<file path="src/rtl/frt_pkg.sv">
// shared constants, result codes and control types of the fragment reassembly tracker
`default_nettype none
package frt_pkg;

   localparam int MAX_SOURCES_DEF      = 8;
   localparam int FRAGMENT_PAYLOAD_DEF = 246;
   localparam int NUM_PKT_TYPES_DEF    = 16;

   localparam logic [7:0] HDR_BYTES = 8'd4;

   localparam int REQ_DATA_W = 80;
   localparam int RSP_DATA_W = 48;
   localparam int CSR_W      = 16;

   // result status codes
   localparam logic [3:0] ST_SHORT      = 4'd0;
   localparam logic [3:0] ST_BAD_LEN    = 4'd1;
   localparam logic [3:0] ST_BAD_TYPE   = 4'd2;
   localparam logic [3:0] ST_SINGLE_OK  = 4'd3;
   localparam logic [3:0] ST_SINGLE_UNH = 4'd4;
   localparam logic [3:0] ST_STORED     = 4'd5;
   localparam logic [3:0] ST_CLUSTER_OK = 4'd6;
   localparam logic [3:0] ST_CLUSTER_UNH = 4'd7;
   localparam logic [3:0] ST_ORDER_DROP = 4'd8;
   localparam logic [3:0] ST_NO_START   = 4'd9;
   localparam logic [3:0] ST_NO_SLOT    = 4'd10;

   typedef struct packed {
      logic load;    // capture request fields
      logic calc;    // register offset products
      logic rd;      // read table entry at scan address
      logic chk;     // compare entry read in the previous cycle
      logic finish;  // apply table update and load result
   } frt_cmd_type;

   typedef struct packed {
      logic multi;   // request belongs to a multi-fragment cluster
   } frt_sts_type;

endpackage
`default_nettype wire

</file>
<file path="src/rtl/frt_datapath.sv">
// request registers, source table memories, lookup tracking and decision logic
`default_nettype none
module frt_datapath
   import frt_pkg::*;
#(
   parameter int MAX_SOURCES      = MAX_SOURCES_DEF,
   parameter int FRAGMENT_PAYLOAD = FRAGMENT_PAYLOAD_DEF,
   parameter int NUM_PKT_TYPES    = NUM_PKT_TYPES_DEF,
   localparam int SLOT_W = (MAX_SOURCES > 1) ? $clog2(MAX_SOURCES) : 1
) (
   input  wire logic                  clock,
   input  wire logic                  reset,
   input  wire frt_cmd_type           cmd,
   input  wire logic [SLOT_W-1:0]     scan_addr,
   output frt_sts_type                sts,
   input  wire logic [REQ_DATA_W-1:0] req_data,
   input  wire logic [7:0]            req_type,
   input  wire logic                  csr_wr_en,
   input  wire logic [CSR_W-1:0]      csr_wr_data,
   output logic [RSP_DATA_W-1:0]      rsp_data,
   output logic [7:0]                 rsp_type
);

   localparam logic [15:0] FP16 = 16'(FRAGMENT_PAYLOAD);
   localparam logic [7:0]  NT8  = 8'(NUM_PKT_TYPES);

   logic [CSR_W-1:0] handler_enable_ff;

   logic [47:0] mac_ff;
   logic [7:0]  flen_ff, plen_ff, type_ff, count_ff, idx_ff;
   logic [15:0] woff_prod_ff, tot_prod_ff;

   logic [MAX_SOURCES-1:0] valid_ff, valid_in;
   logic [47:0] src_mem [MAX_SOURCES];
   logic [7:0]  exp_mem [MAX_SOURCES];
   logic [47:0] src_rd_ff;
   logic [7:0]  exp_rd_ff;
   logic [SLOT_W-1:0] chk_idx_ff;

   logic              hit_ff, avail_ff;
   logic [SLOT_W-1:0] hit_idx_ff, avail_idx_ff;
   logic [7:0]        hit_exp_ff;

   logic [3:0]  res_status_ff;
   logic [2:0]  res_slot_ff;
   logic [15:0] res_woff_ff, res_total_ff;
   logic [7:0]  res_clen_ff, res_type_ff;

   // decision
   logic [3:0]  st;
   logic [SLOT_W-1:0] sl;
   logic [15:0] woff, tot;
   logic [7:0]  clen, clen_o, ot, next_exp, exp_wd;
   logic        bad_type, handled;
   logic        clr_en, set_en, src_we, exp_we;
   logic [SLOT_W-1:0] clr_idx, wr_idx;
   logic        entry_match;

   assign sts.multi = (flen_ff >= HDR_BYTES) && (plen_ff >= HDR_BYTES) && (count_ff > 8'd1);

   always_ff @(posedge clock) begin
      if (reset) begin
         handler_enable_ff <= '0;
      end else if (csr_wr_en) begin
         handler_enable_ff <= csr_wr_data;
      end
   end

   always_ff @(posedge clock) begin
      if (cmd.load) begin
         mac_ff   <= req_data[47:0];
         flen_ff  <= req_data[55:48];
         plen_ff  <= req_data[63:56];
         count_ff <= req_data[71:64];
         idx_ff   <= req_data[79:72];
         type_ff  <= req_type;
      end
      if (cmd.calc) begin
         woff_prod_ff <= 16'(idx_ff) * FP16;
         tot_prod_ff  <= 16'(count_ff - 8'd1) * FP16;
      end
   end

   // table memories
   always_ff @(posedge clock) begin
      if (cmd.rd) begin
         src_rd_ff  <= src_mem[scan_addr];
         exp_rd_ff  <= exp_mem[scan_addr];
         chk_idx_ff <= scan_addr;
      end
      if (cmd.finish && src_we) begin
         src_mem[wr_idx] <= mac_ff;
      end
      if (cmd.finish && exp_we) begin
         exp_mem[wr_idx] <= exp_wd;
      end
   end

   assign entry_match = valid_ff[chk_idx_ff] && (src_rd_ff == mac_ff);

   // first matching entry, and first entry usable by a start fragment
   always_ff @(posedge clock) begin
      if (cmd.load) begin
         hit_ff   <= 1'b0;
         avail_ff <= 1'b0;
      end else if (cmd.chk) begin
         if (entry_match && !hit_ff) begin
            hit_ff     <= 1'b1;
            hit_idx_ff <= chk_idx_ff;
            hit_exp_ff <= exp_rd_ff;
         end
         if ((!valid_ff[chk_idx_ff] || entry_match) && !avail_ff) begin
            avail_ff     <= 1'b1;
            avail_idx_ff <= chk_idx_ff;
         end
      end
   end

   // a start may free the sender's old slot and take a new one in the same cycle
   always_comb begin
      valid_in = valid_ff;
      if (cmd.finish) begin
         if (clr_en) begin
            valid_in[clr_idx] = 1'b0;
         end
         if (set_en) begin
            valid_in[wr_idx] = 1'b1;
         end
      end
   end

   always_ff @(posedge clock) begin
      if (reset) begin
         valid_ff <= '0;
      end else begin
         valid_ff <= valid_in;
      end
   end

   always_comb begin
      clen     = plen_ff - HDR_BYTES;
      bad_type = type_ff >= NT8;
      handled  = handler_enable_ff[type_ff[3:0]];
      next_exp = hit_exp_ff + 8'd1;
      st       = ST_SHORT;
      sl       = '0;
      woff     = '0;
      tot      = '0;
      clen_o   = '0;
      ot       = '0;
      clr_en   = 1'b0;
      set_en   = 1'b0;
      src_we   = 1'b0;
      exp_we   = 1'b0;
      clr_idx  = hit_idx_ff;
      wr_idx   = hit_idx_ff;
      exp_wd   = next_exp;
      if (flen_ff < HDR_BYTES) begin
         st = ST_SHORT;
      end else if (plen_ff < HDR_BYTES) begin
         st = ST_BAD_LEN;
      end else if (count_ff <= 8'd1) begin
         clen_o = clen;
         if (bad_type) begin
            st = ST_BAD_TYPE;
         end else begin
            st  = handled ? ST_SINGLE_OK : ST_SINGLE_UNH;
            tot = 16'(clen);
            ot  = type_ff;
         end
      end else if (idx_ff == 8'd0) begin
         // start drops an open entry of the sender, then takes the lowest free slot
         clr_en = hit_ff;
         if (!avail_ff) begin
            st = ST_NO_SLOT;
         end else begin
            set_en = 1'b1;
            src_we = 1'b1;
            exp_we = 1'b1;
            wr_idx = avail_idx_ff;
            exp_wd = 8'd1;
            st     = ST_STORED;
            sl     = avail_idx_ff;
            clen_o = clen;
            woff   = woff_prod_ff;
         end
      end else if (!hit_ff) begin
         st = ST_NO_START;
      end else begin
         sl = hit_idx_ff;
         if (idx_ff != hit_exp_ff) begin
            clr_en = 1'b1;
            st     = ST_ORDER_DROP;
         end else begin
            clen_o = clen;
            woff   = woff_prod_ff;
            exp_we = 1'b1;
            if (next_exp == count_ff) begin
               clr_en = 1'b1;
               if (bad_type) begin
                  st = ST_BAD_TYPE;
               end else begin
                  st  = handled ? ST_CLUSTER_OK : ST_CLUSTER_UNH;
                  tot = tot_prod_ff + 16'(clen);
                  ot  = type_ff;
               end
            end else begin
               st = ST_STORED;
            end
         end
      end
   end

   always_ff @(posedge clock) begin
      if (cmd.finish) begin
         res_status_ff <= st;
         res_slot_ff   <= 3'(sl);
         res_woff_ff   <= woff;
         res_clen_ff   <= clen_o;
         res_total_ff  <= tot;
         res_type_ff   <= ot;
      end
   end

   assign rsp_data = {1'b0, res_total_ff, res_clen_ff, res_woff_ff, res_slot_ff, res_status_ff};
   assign rsp_type = res_type_ff;

endmodule
`default_nettype wire

</file>
<file path="src/rtl/frt_controller.sv">
// sequencer: request intake, table scan, decision and result handshake
`default_nettype none
module frt_controller
   import frt_pkg::*;
#(
   parameter int MAX_SOURCES = MAX_SOURCES_DEF,
   localparam int SLOT_W = (MAX_SOURCES > 1) ? $clog2(MAX_SOURCES) : 1
) (
   input  wire logic              clock,
   input  wire logic              reset,
   input  wire logic              req_valid,
   output logic                   req_ready,
   output logic                   rsp_valid,
   input  wire logic              rsp_ready,
   output frt_cmd_type            cmd,
   output logic [SLOT_W-1:0]      scan_addr,
   input  wire frt_sts_type       sts
);

   localparam logic [2:0] S_IDLE  = 3'd0;
   localparam logic [2:0] S_CALC  = 3'd1;
   localparam logic [2:0] S_SCAN  = 3'd2;
   localparam logic [2:0] S_LAST  = 3'd3;
   localparam logic [2:0] S_FINAL = 3'd4;

   localparam logic [SLOT_W-1:0] LAST_IDX = SLOT_W'(MAX_SOURCES - 1);

   logic [2:0]        state_ff, state_in;
   logic [SLOT_W-1:0] cnt_ff, cnt_in;
   logic              rsp_valid_ff, rsp_valid_in;

   assign req_ready = (state_ff == S_IDLE);
   assign rsp_valid = rsp_valid_ff;
   assign scan_addr = cnt_ff;

   always_comb begin
      state_in     = state_ff;
      cnt_in       = cnt_ff;
      cmd          = '0;
      rsp_valid_in = rsp_valid_ff && !rsp_ready;
      case (state_ff)
         S_IDLE: begin
            if (req_valid) begin
               cmd.load = 1'b1;
               state_in = S_CALC;
            end
         end
         S_CALC: begin
            cmd.calc = 1'b1;
            cnt_in   = '0;
            state_in = sts.multi ? S_SCAN : S_FINAL;
         end
         S_SCAN: begin
            // read entry cnt while checking the one read before
            cmd.rd  = 1'b1;
            cmd.chk = (cnt_ff != '0);
            if (cnt_ff == LAST_IDX) begin
               state_in = S_LAST;
            end else begin
               cnt_in = cnt_ff + 1'b1;
            end
         end
         S_LAST: begin
            cmd.chk  = 1'b1;
            state_in = S_FINAL;
         end
         S_FINAL: begin
            if (!rsp_valid_ff || rsp_ready) begin
               cmd.finish   = 1'b1;
               rsp_valid_in = 1'b1;
               state_in     = S_IDLE;
            end
         end
         default: begin
            state_in = S_IDLE;
         end
      endcase
   end

   always_ff @(posedge clock) begin
      if (reset) begin
         state_ff     <= S_IDLE;
         cnt_ff       <= '0;
         rsp_valid_ff <= 1'b0;
      end else begin
         state_ff     <= state_in;
         cnt_ff       <= cnt_in;
         rsp_valid_ff <= rsp_valid_in;
      end
   end

endmodule
`default_nettype wire

</file>
<file path="src/rtl/fragment_reassembly_tracker.sv">
// top level of the fragment reassembly tracker
//
//   port group | dir | contents
//   req_*      | in  | one frame header per request
//   rsp_*      | out | one decision per request
//   csr_*      | in  | handler_enable register write
//
// a single-packet or rejected frame goes from the idle state through the calc state
// to the final state; a cluster fragment first passes the scan of the source table,
// one entry per cycle through its read port.
// reset clears the table valid bits, handler_enable and any pending result.
// the next request is taken while a finished result waits on rsp_tready.
`default_nettype none
module fragment_reassembly_tracker
   import frt_pkg::*;
#(
   parameter int MAX_SOURCES      = MAX_SOURCES_DEF,
   parameter int FRAGMENT_PAYLOAD = FRAGMENT_PAYLOAD_DEF,
   parameter int NUM_PKT_TYPES    = NUM_PKT_TYPES_DEF
) (
   input  wire logic                  clock,
   input  wire logic                  reset,
   input  wire logic                  req_tvalid,
   output logic                       req_tready,
   // src_mac[47:0], frame_len[55:48], hdr_pkt_len[63:56],
   // cluster_count[71:64], cluster_index[79:72]
   input  wire logic [REQ_DATA_W-1:0] req_tdata,
   // pkt_type[7:0]
   input  wire logic [7:0]            req_tuser,
   output logic                       rsp_tvalid,
   input  wire logic                  rsp_tready,
   // status[3:0], slot[6:4], write_offset[22:7], copy_len[30:23],
   // total_len[46:31], zero[47]
   output logic [RSP_DATA_W-1:0]      rsp_tdata,
   // out_type[7:0]
   output logic [7:0]                 rsp_tuser,
   input  wire logic                  csr_wr_en,
   input  wire logic [CSR_W-1:0]      csr_wr_data
);

   localparam int SLOT_W = (MAX_SOURCES > 1) ? $clog2(MAX_SOURCES) : 1;

   frt_cmd_type       cmd;
   frt_sts_type       sts;
   logic [SLOT_W-1:0] scan_addr;

   frt_controller #(
      .MAX_SOURCES (MAX_SOURCES)
   ) u_ctrl (
      .clock     (clock),
      .reset     (reset),
      .req_valid (req_tvalid),
      .req_ready (req_tready),
      .rsp_valid (rsp_tvalid),
      .rsp_ready (rsp_tready),
      .cmd       (cmd),
      .scan_addr (scan_addr),
      .sts       (sts)
   );

   frt_datapath #(
      .MAX_SOURCES      (MAX_SOURCES),
      .FRAGMENT_PAYLOAD (FRAGMENT_PAYLOAD),
      .NUM_PKT_TYPES    (NUM_PKT_TYPES)
   ) u_dp (
      .clock       (clock),
      .reset       (reset),
      .cmd         (cmd),
      .scan_addr   (scan_addr),
      .sts         (sts),
      .req_data    (req_tdata),
      .req_type    (req_tuser),
      .csr_wr_en   (csr_wr_en),
      .csr_wr_data (csr_wr_data),
      .rsp_data    (rsp_tdata),
      .rsp_type    (rsp_tuser)
   );

endmodule
`default_nettype wire

</file>
<file path="config.mk">
export PLATFORM = sky130hd
export DESIGN_NAME = fragment_reassembly_tracker
export DESIGN_NICKNAME = d
export VERILOG_FILES = /design/src/rtl/frt_pkg.sv /design/src/rtl/frt_datapath.sv /design/src/rtl/frt_controller.sv /design/src/rtl/fragment_reassembly_tracker.sv
export SDC_FILE = /design/constraint.sdc
export NUM_CORES = 1
export LEC_CHECK = 0
export ABC_AREA = 1
export BUFFER_PORTS_ARGS = -buffer_cell sky130_fd_sc_hd__buf_2
export CAP_MARGIN = 20
export CELL_PAD_IN_SITES_DETAIL_PLACEMENT = 0
export CELL_PAD_IN_SITES_GLOBAL_PLACEMENT = 1
export CORE_MARGIN = 5
export CORE_UTILIZATION = 50
export CTS_BUF_LIST = sky130_fd_sc_hd__clkbuf_16
export CTS_CLUSTER_DIAMETER = 80
export CTS_CLUSTER_SIZE = 10
export DETAILED_ROUTE_END_ITERATION = 12
export GPL_ROUTABILITY_DRIVEN = 0
export PLACE_DENSITY = 0.84
export SYNTH_ARGS = -nofsm -noshare
export SYNTH_HDL_FRONTEND = slang
export SYNTH_SLANG_ARGS = --single-unit
</file>
<file path="constraint.sdc">
create_clock -name clock -period 10.54 [get_ports clock]
set_clock_uncertainty 0.15 [all_clocks]
set_input_delay 2.108 -clock clock [delete_from_list [all_inputs] [get_ports clock]]
set_output_delay 2.108 -clock clock [all_outputs]
set_load 0.1 [all_outputs]
</file>
==> report_table.html <==
<table>
<tr><th>Metric</th><th>Value</th></tr>
<tr><th colspan="2">Clocking</th></tr>
<tr><td>Number of buffers inserted during clock tree synthesis</td><td>82</td></tr>
<tr><td>H-tree lvl count</td><td>3</td></tr>
<tr><td>Postcts setup bufs</td><td>0</td></tr>
<tr><td>Clock Tree Root</td><td>clkbuf_16</td></tr>
<tr><td>Insertion delay of the later-clocked pin in the worst-skew pair</td><td>approximately 0.63 ns</td></tr>
<tr><td>Number of resized instances in the post-cts repair step</td><td>0</td></tr>
<tr><td>Number of hold buffers added after CTS</td><td>0</td></tr>
<tr><td>Clock input transition at the sequential cells of the worst setup and hold paths</td><td>0.06 ns</td></tr>
<tr><td>TritonCTS clock tree</td><td>done</td></tr>
<tr><td>Largest buffer count on any clock path</td><td>3</td></tr>
<tr><td>Number of clock sinks</td><td>between 700 and 800</td></tr>
<tr><th colspan="2">STA</th></tr>
<tr><td>Final hold viol count</td><td>0</td></tr>
<tr><td>Setup Total Neg Slack</td><td>0 ns</td></tr>
<tr><td>Highest clock frequency the design can meet</td><td>183 MHz</td></tr>
<tr><td>Clock period minus final worst setup slack</td><td>approximately 5.5 ns</td></tr>
<tr><td>Final cycle utilization of the critical path</td><td>around half</td></tr>
<tr><td>Setup-failing EPs final</td><td>0</td></tr>
<tr><td>Max-slew violation count</td><td>0</td></tr>
<tr><td>Transition at the pin with the smallest max-transition slack</td><td>~1.0 ns</td></tr>
<tr><td>RSZ-0062 raised after global routing</td><td>no</td></tr>
<tr><td>Relative slew margins</td><td>about 31%</td></tr>
<tr><td>Crit path setup slack, layout</td><td>slightly above 5 ns</td></tr>
<tr><th colspan="2">Critical path</th></tr>
<tr><td>Kind of critical path</td><td>flop to flop</td></tr>
<tr><td>FF-to-FF Start</td><td>u_dp.count_ff[0]</td></tr>
<tr><td>Critical Path Sink Type</td><td>flop</td></tr>
<tr><td>Worst-case register-to-register setup slack</td><td>roughly 5.1 ns</td></tr>
<tr><td>Max Fanout on Critical Path</td><td>5</td></tr>
<tr><td>Depth of the worst register-to-register path</td><td>19</td></tr>
<tr><td>CP Data Required Time</td><td>roughly 11 ns</td></tr>
<tr><td>Sort of element at the start of the critical path</td><td>flop</td></tr>
<tr><td>Endpoint of the lowest-slack register-to-register path</td><td>u_dp.tot_prod_ff[15]</td></tr>
<tr><td>Arrival time worst endpoint</td><td>between 5 and 6 ns</td></tr>
<tr><th colspan="2">Floorplanning</th></tr>
<tr><td>Core Rows</td><td>92</td></tr>
<tr><td>Height of the die</td><td>about 260 um</td></tr>
<tr><td>Die width</td><td>261 um</td></tr>
<tr><td>Die footprint</td><td>slightly below 0.07 mm^2</td></tr>
<tr><td>Area of the core</td><td>between 0.06 and 0.07 mm^2</td></tr>
<tr><td>I/O pin total</td><td>~170</td></tr>
<tr><td>Starting Density</td><td>about 50%</td></tr>
<tr><th colspan="2">Yosys</th></tr>
<tr><td>Synthesized area per cell</td><td>~12 um^2</td></tr>
<tr><td>Ys Warns</td><td>0</td></tr>
<tr><td>Share of the synthesized area in the top cell type</td><td>65.9%</td></tr>
<tr><td>Post-synthesis sequential area ratio</td><td>between 60 and 70%</td></tr>
<tr><td>Biggest area contributors in the synthesized netlist</td><td>edfxtp_1 (66%), nor2_1 (6.0%), o21ai_0 (4.0%), ha_1 (3.5%), fa_1 (2.9%)</td></tr>
<tr><td>Synthesized area</td><td>around 0.032 mm^2</td></tr>
<tr><td>Number of different library cells in the post-synthesis netlist</td><td>53</td></tr>
<tr><td>Flop and latch count out of synthesis</td><td>~720</td></tr>
<tr><td>Post-synthesis cell type with the largest combined area</td><td>edfxtp_1</td></tr>
<tr><td>Post-Synthesis Cells</td><td>approximately 2600</td></tr>
<tr><th colspan="2">Route</th></tr>
<tr><td>Router iterations before antenna repair</td><td>5</td></tr>
<tr><td>Vias</td><td>slightly below 20000</td></tr>
<tr><td>Sum of routed wire length over all layers</td><td>around 66000 um</td></tr>
<tr><td>Detailed router's first-iteration violation count</td><td>between 1500 and 2000</td></tr>
<tr><td>Per-cell routed wire length</td><td>around 18 um</td></tr>
<tr><td>Final antenna-violating net count</td><td>0</td></tr>
<tr><td>Number of vias per cell</td><td>between 5 and 6</td></tr>
<tr><td>Detailed-route DRC error count</td><td>0</td></tr>
<tr><th colspan="2">Global routing</th></tr>
<tr><td>Remaining global-route overflow</td><td>0</td></tr>
<tr><td>All-Layer GR Usage</td><td>19.2%</td></tr>
<tr><td>Global-route wire length before repair</td><td>104000 um</td></tr>
<tr><td>Number of global-route vias before repair</td><td>around 20000</td></tr>
<tr><td>Maximum number of pins on one net before global-route repair</td><td>just over 90</td></tr>
<tr><td>Antenna violations before repair</td><td>2</td></tr>
<tr><th colspan="2">Power</th></tr>
<tr><td>Leakage dissipation</td><td>between 10 and 15 nW</td></tr>
<tr><td>Worst IR drop on VDD</td><td>between 0.15 and 0.2 mV</td></tr>
<tr><td>Power per Cell Area</td><td>205 mW/mm^2</td></tr>
<tr><th colspan="2">Run</th></tr>
<tr><td>Max_cap viols</td><td>0</td></tr>
<tr><th colspan="2">Layout</th></tr>
<tr><td>Layout overhead on the synthesized area</td><td>12.8%</td></tr>
<tr><td>Net count reported at finish</td><td>2976</td></tr>
<tr><td>Core occupancy in the finished layout</td><td>between 50% and 60%</td></tr>
<tr><td>Layout filler cell count</td><td>about 5000</td></tr>
<tr><td>Share of layout cells above drive strength 1</td><td>between 10% and 20%</td></tr>
<tr><th colspan="2">Place</th></tr>
<tr><td>DP Worst Slack</td><td>just over 5 ns</td></tr>
<tr><td>Number of buffer cells added on primary ports</td><td>162</td></tr>
<tr><td>Final HPWL DP</td><td>38600 um</td></tr>
<tr><th colspan="2">Min path</th></tr>
<tr><td>Worst min-delay path class</td><td>flop to flop</td></tr>
<tr><td>Hold endpoint</td><td>u_dp.hit_exp_ff[1]</td></tr>
<tr><td>Number of stages on the worst hold path</td><td>0</td></tr>
<tr><td>Min-delay src</td><td>u_dp.exp_rd_ff[1]</td></tr>
<tr><th colspan="2">Status</th></tr>
<tr><td>Status</td><td>completed</td></tr>
</table>
[where the power goes]
group,leakage (nW),internal [mW],switching (mW)
clock,1.20,1.40,1.08
sequential,6.60,3.35,0.0908
combinational,5.53,0.543,0.816
[registers in the layout, indices dropped and copies added, names as in the netlist, 4 cells and up]
signal	flops
u_dp.hit_exp_ff	8
u_dp.woff_prod_ff	15
u_dp.res_total_ff	16
u_dp.rsp_type	8
u_dp.src_rd_ff	48
u_dp.plen_ff	8
u_dp.count_ff	8
u_dp.exp_rd_ff	8
u_dp.src_mem	384
u_dp.valid_ff	8
u_dp.type_ff	8
u_dp.mac_ff	48
u_dp.exp_mem	64
u_dp.res_status_ff	4
u_dp.idx_ff	8
u_dp.tot_prod_ff	15
u_dp.res_woff_ff	15
u_dp.res_clen_ff	8
u_dp.flen_ff	6
u_dp.handler_enable_ff	16
[synth_stat cells (all sizes together)]
| master | number |
|---|---|
| edfxtp | 691 |
| nor2 | 505 |
| o21ai | 260 |
| inv | 204 |
| nand2 | 175 |
| ha | 89 |
| clkbuf | 84 |
| a21oi | 68 |
| nand3 | 63 |
| o22ai | 62 |
| a31oi | 61 |
| xor2 | 59 |
| fa | 45 |
| xnor2 | 38 |
| dfxtp | 33 |
| nand4 | 28 |
| nor3 | 17 |
| buf | 15 |
| nor4 | 10 |
| o211ai | 7 |
| nor3b | 5 |
| o21bai | 5 |
| or2 | 5 |
| o2111ai | 4 |
| a211oi | 3 |
| a21o | 2 |
| a221oi | 2 |
| and3 | 2 |
| o221ai | 2 |
| a21boi | 1 |
| a311oi | 1 |
| a32o | 1 |
| clkinv | 1 |
| conb | 1 |
| mux2i | 1 |
| o21a | 1 |
[logic make-up after synthesis]
group	Yosys count	synth area share, %
fa+ha+maj	134	6.39
mux	1	0.0318
flops	724	68.0
simple gates	810	10.7
compound gates	480	8.46
buf+inv	304	3.70
other cells	1	0.0119
xor+xnor	97	2.72
[through the flow]
step                      instance area (um^2)  hold WS [ns]  power (mW)  std cells
after floorplan                          31500         0.250        4.56       2556
after CTS                                35500         0.268        7.35       3608
after detailed placement                 33300         0.256        4.86       3495
after global placement                   33200         0.253        4.82       3493
final                                    35500         0.265        7.28       3610
after global routing                     35500         0.274        7.67       3610
[placed cells by master, fill, tap and decap left out, types with 13 or more instances in the layout]
cell type,Yosys,final
o21ai_0,254,254
xnor2_1,38,38
buf_2,7,163
inv_1,195,206
a31oi_1,61,61
nor3_1,14,13
ha_1,89,89
fa_1,45,45
nand4_1,28,28
nand3_1,58,58
xor2_1,58,58
buf_4,2,29
o22ai_1,62,62
clkbuf_16,0,82
dfxtp_1,33,31
nor2_1,500,499
a21oi_1,68,68
nand2_1,170,170
edfxtp_1,691,691
[critical path, stage by stage, from the launching register on]
cell and delay, ns:
edfxtp_1 0.46, inv_1 0.20, ha_1 0.21, nand2_1 0.08, nor2_1 0.15, nand2_1 0.09
xor2_1 0.43, inv_1 0.21, ha_1 0.37, fa_1 0.50, fa_1 0.49, inv_1 0.05
fa_1 0.50, inv_1 0.04, ha_1 0.36, nand4_1 0.11, o221ai_1 0.36, nand3_1 0.15
o21ai_0 0.21, xor2_1 0.08
[worst max-delay path by stage]
stage / start / end / slack (ns)
2_1_floorplan: req_tvalid / u_dp.count_ff[0] / 1.70
3_3_place_gp: u_dp.count_ff[0] / u_dp.tot_prod_ff[15] / 5.12
3_5_place_dp: u_dp.count_ff[0] / u_dp.tot_prod_ff[15] / 5.05
4_1_cts: u_dp.count_ff[0] / u_dp.tot_prod_ff[15] / 5.02
5_1_grt: u_dp.count_ff[0] / u_dp.tot_prod_ff[15] / 4.74
6_report: u_dp.count_ff[0] / u_dp.tot_prod_ff[15] / 5.07
[area by class of cell]
class	instances	area, um^2	share of cell area [%]
antenna	2	5.00	0.0141
clock buffer	82	2050	5.77
clock inverter	31	239	0.672
inverter	205	783	2.20
multi-input combinational	1528	8960	25.2
sequential	724	21400	60.3
tap	846	1060	2.98
timing repair buffer	192	1030	2.91
[metal layers]
metal | track usage (%) | vias up | wire, um
met5 | 0 | - | 0
met4 | 6.36 | 0 | 1650
met3 | 2.59 | 113 | 3300
met2 | 33.8 | 534 | 33600
met1 | 24.9 | 9598 | 27700
li1 | - | 9359 | -
Note: power is estimated with default switching activity, not from simulation.
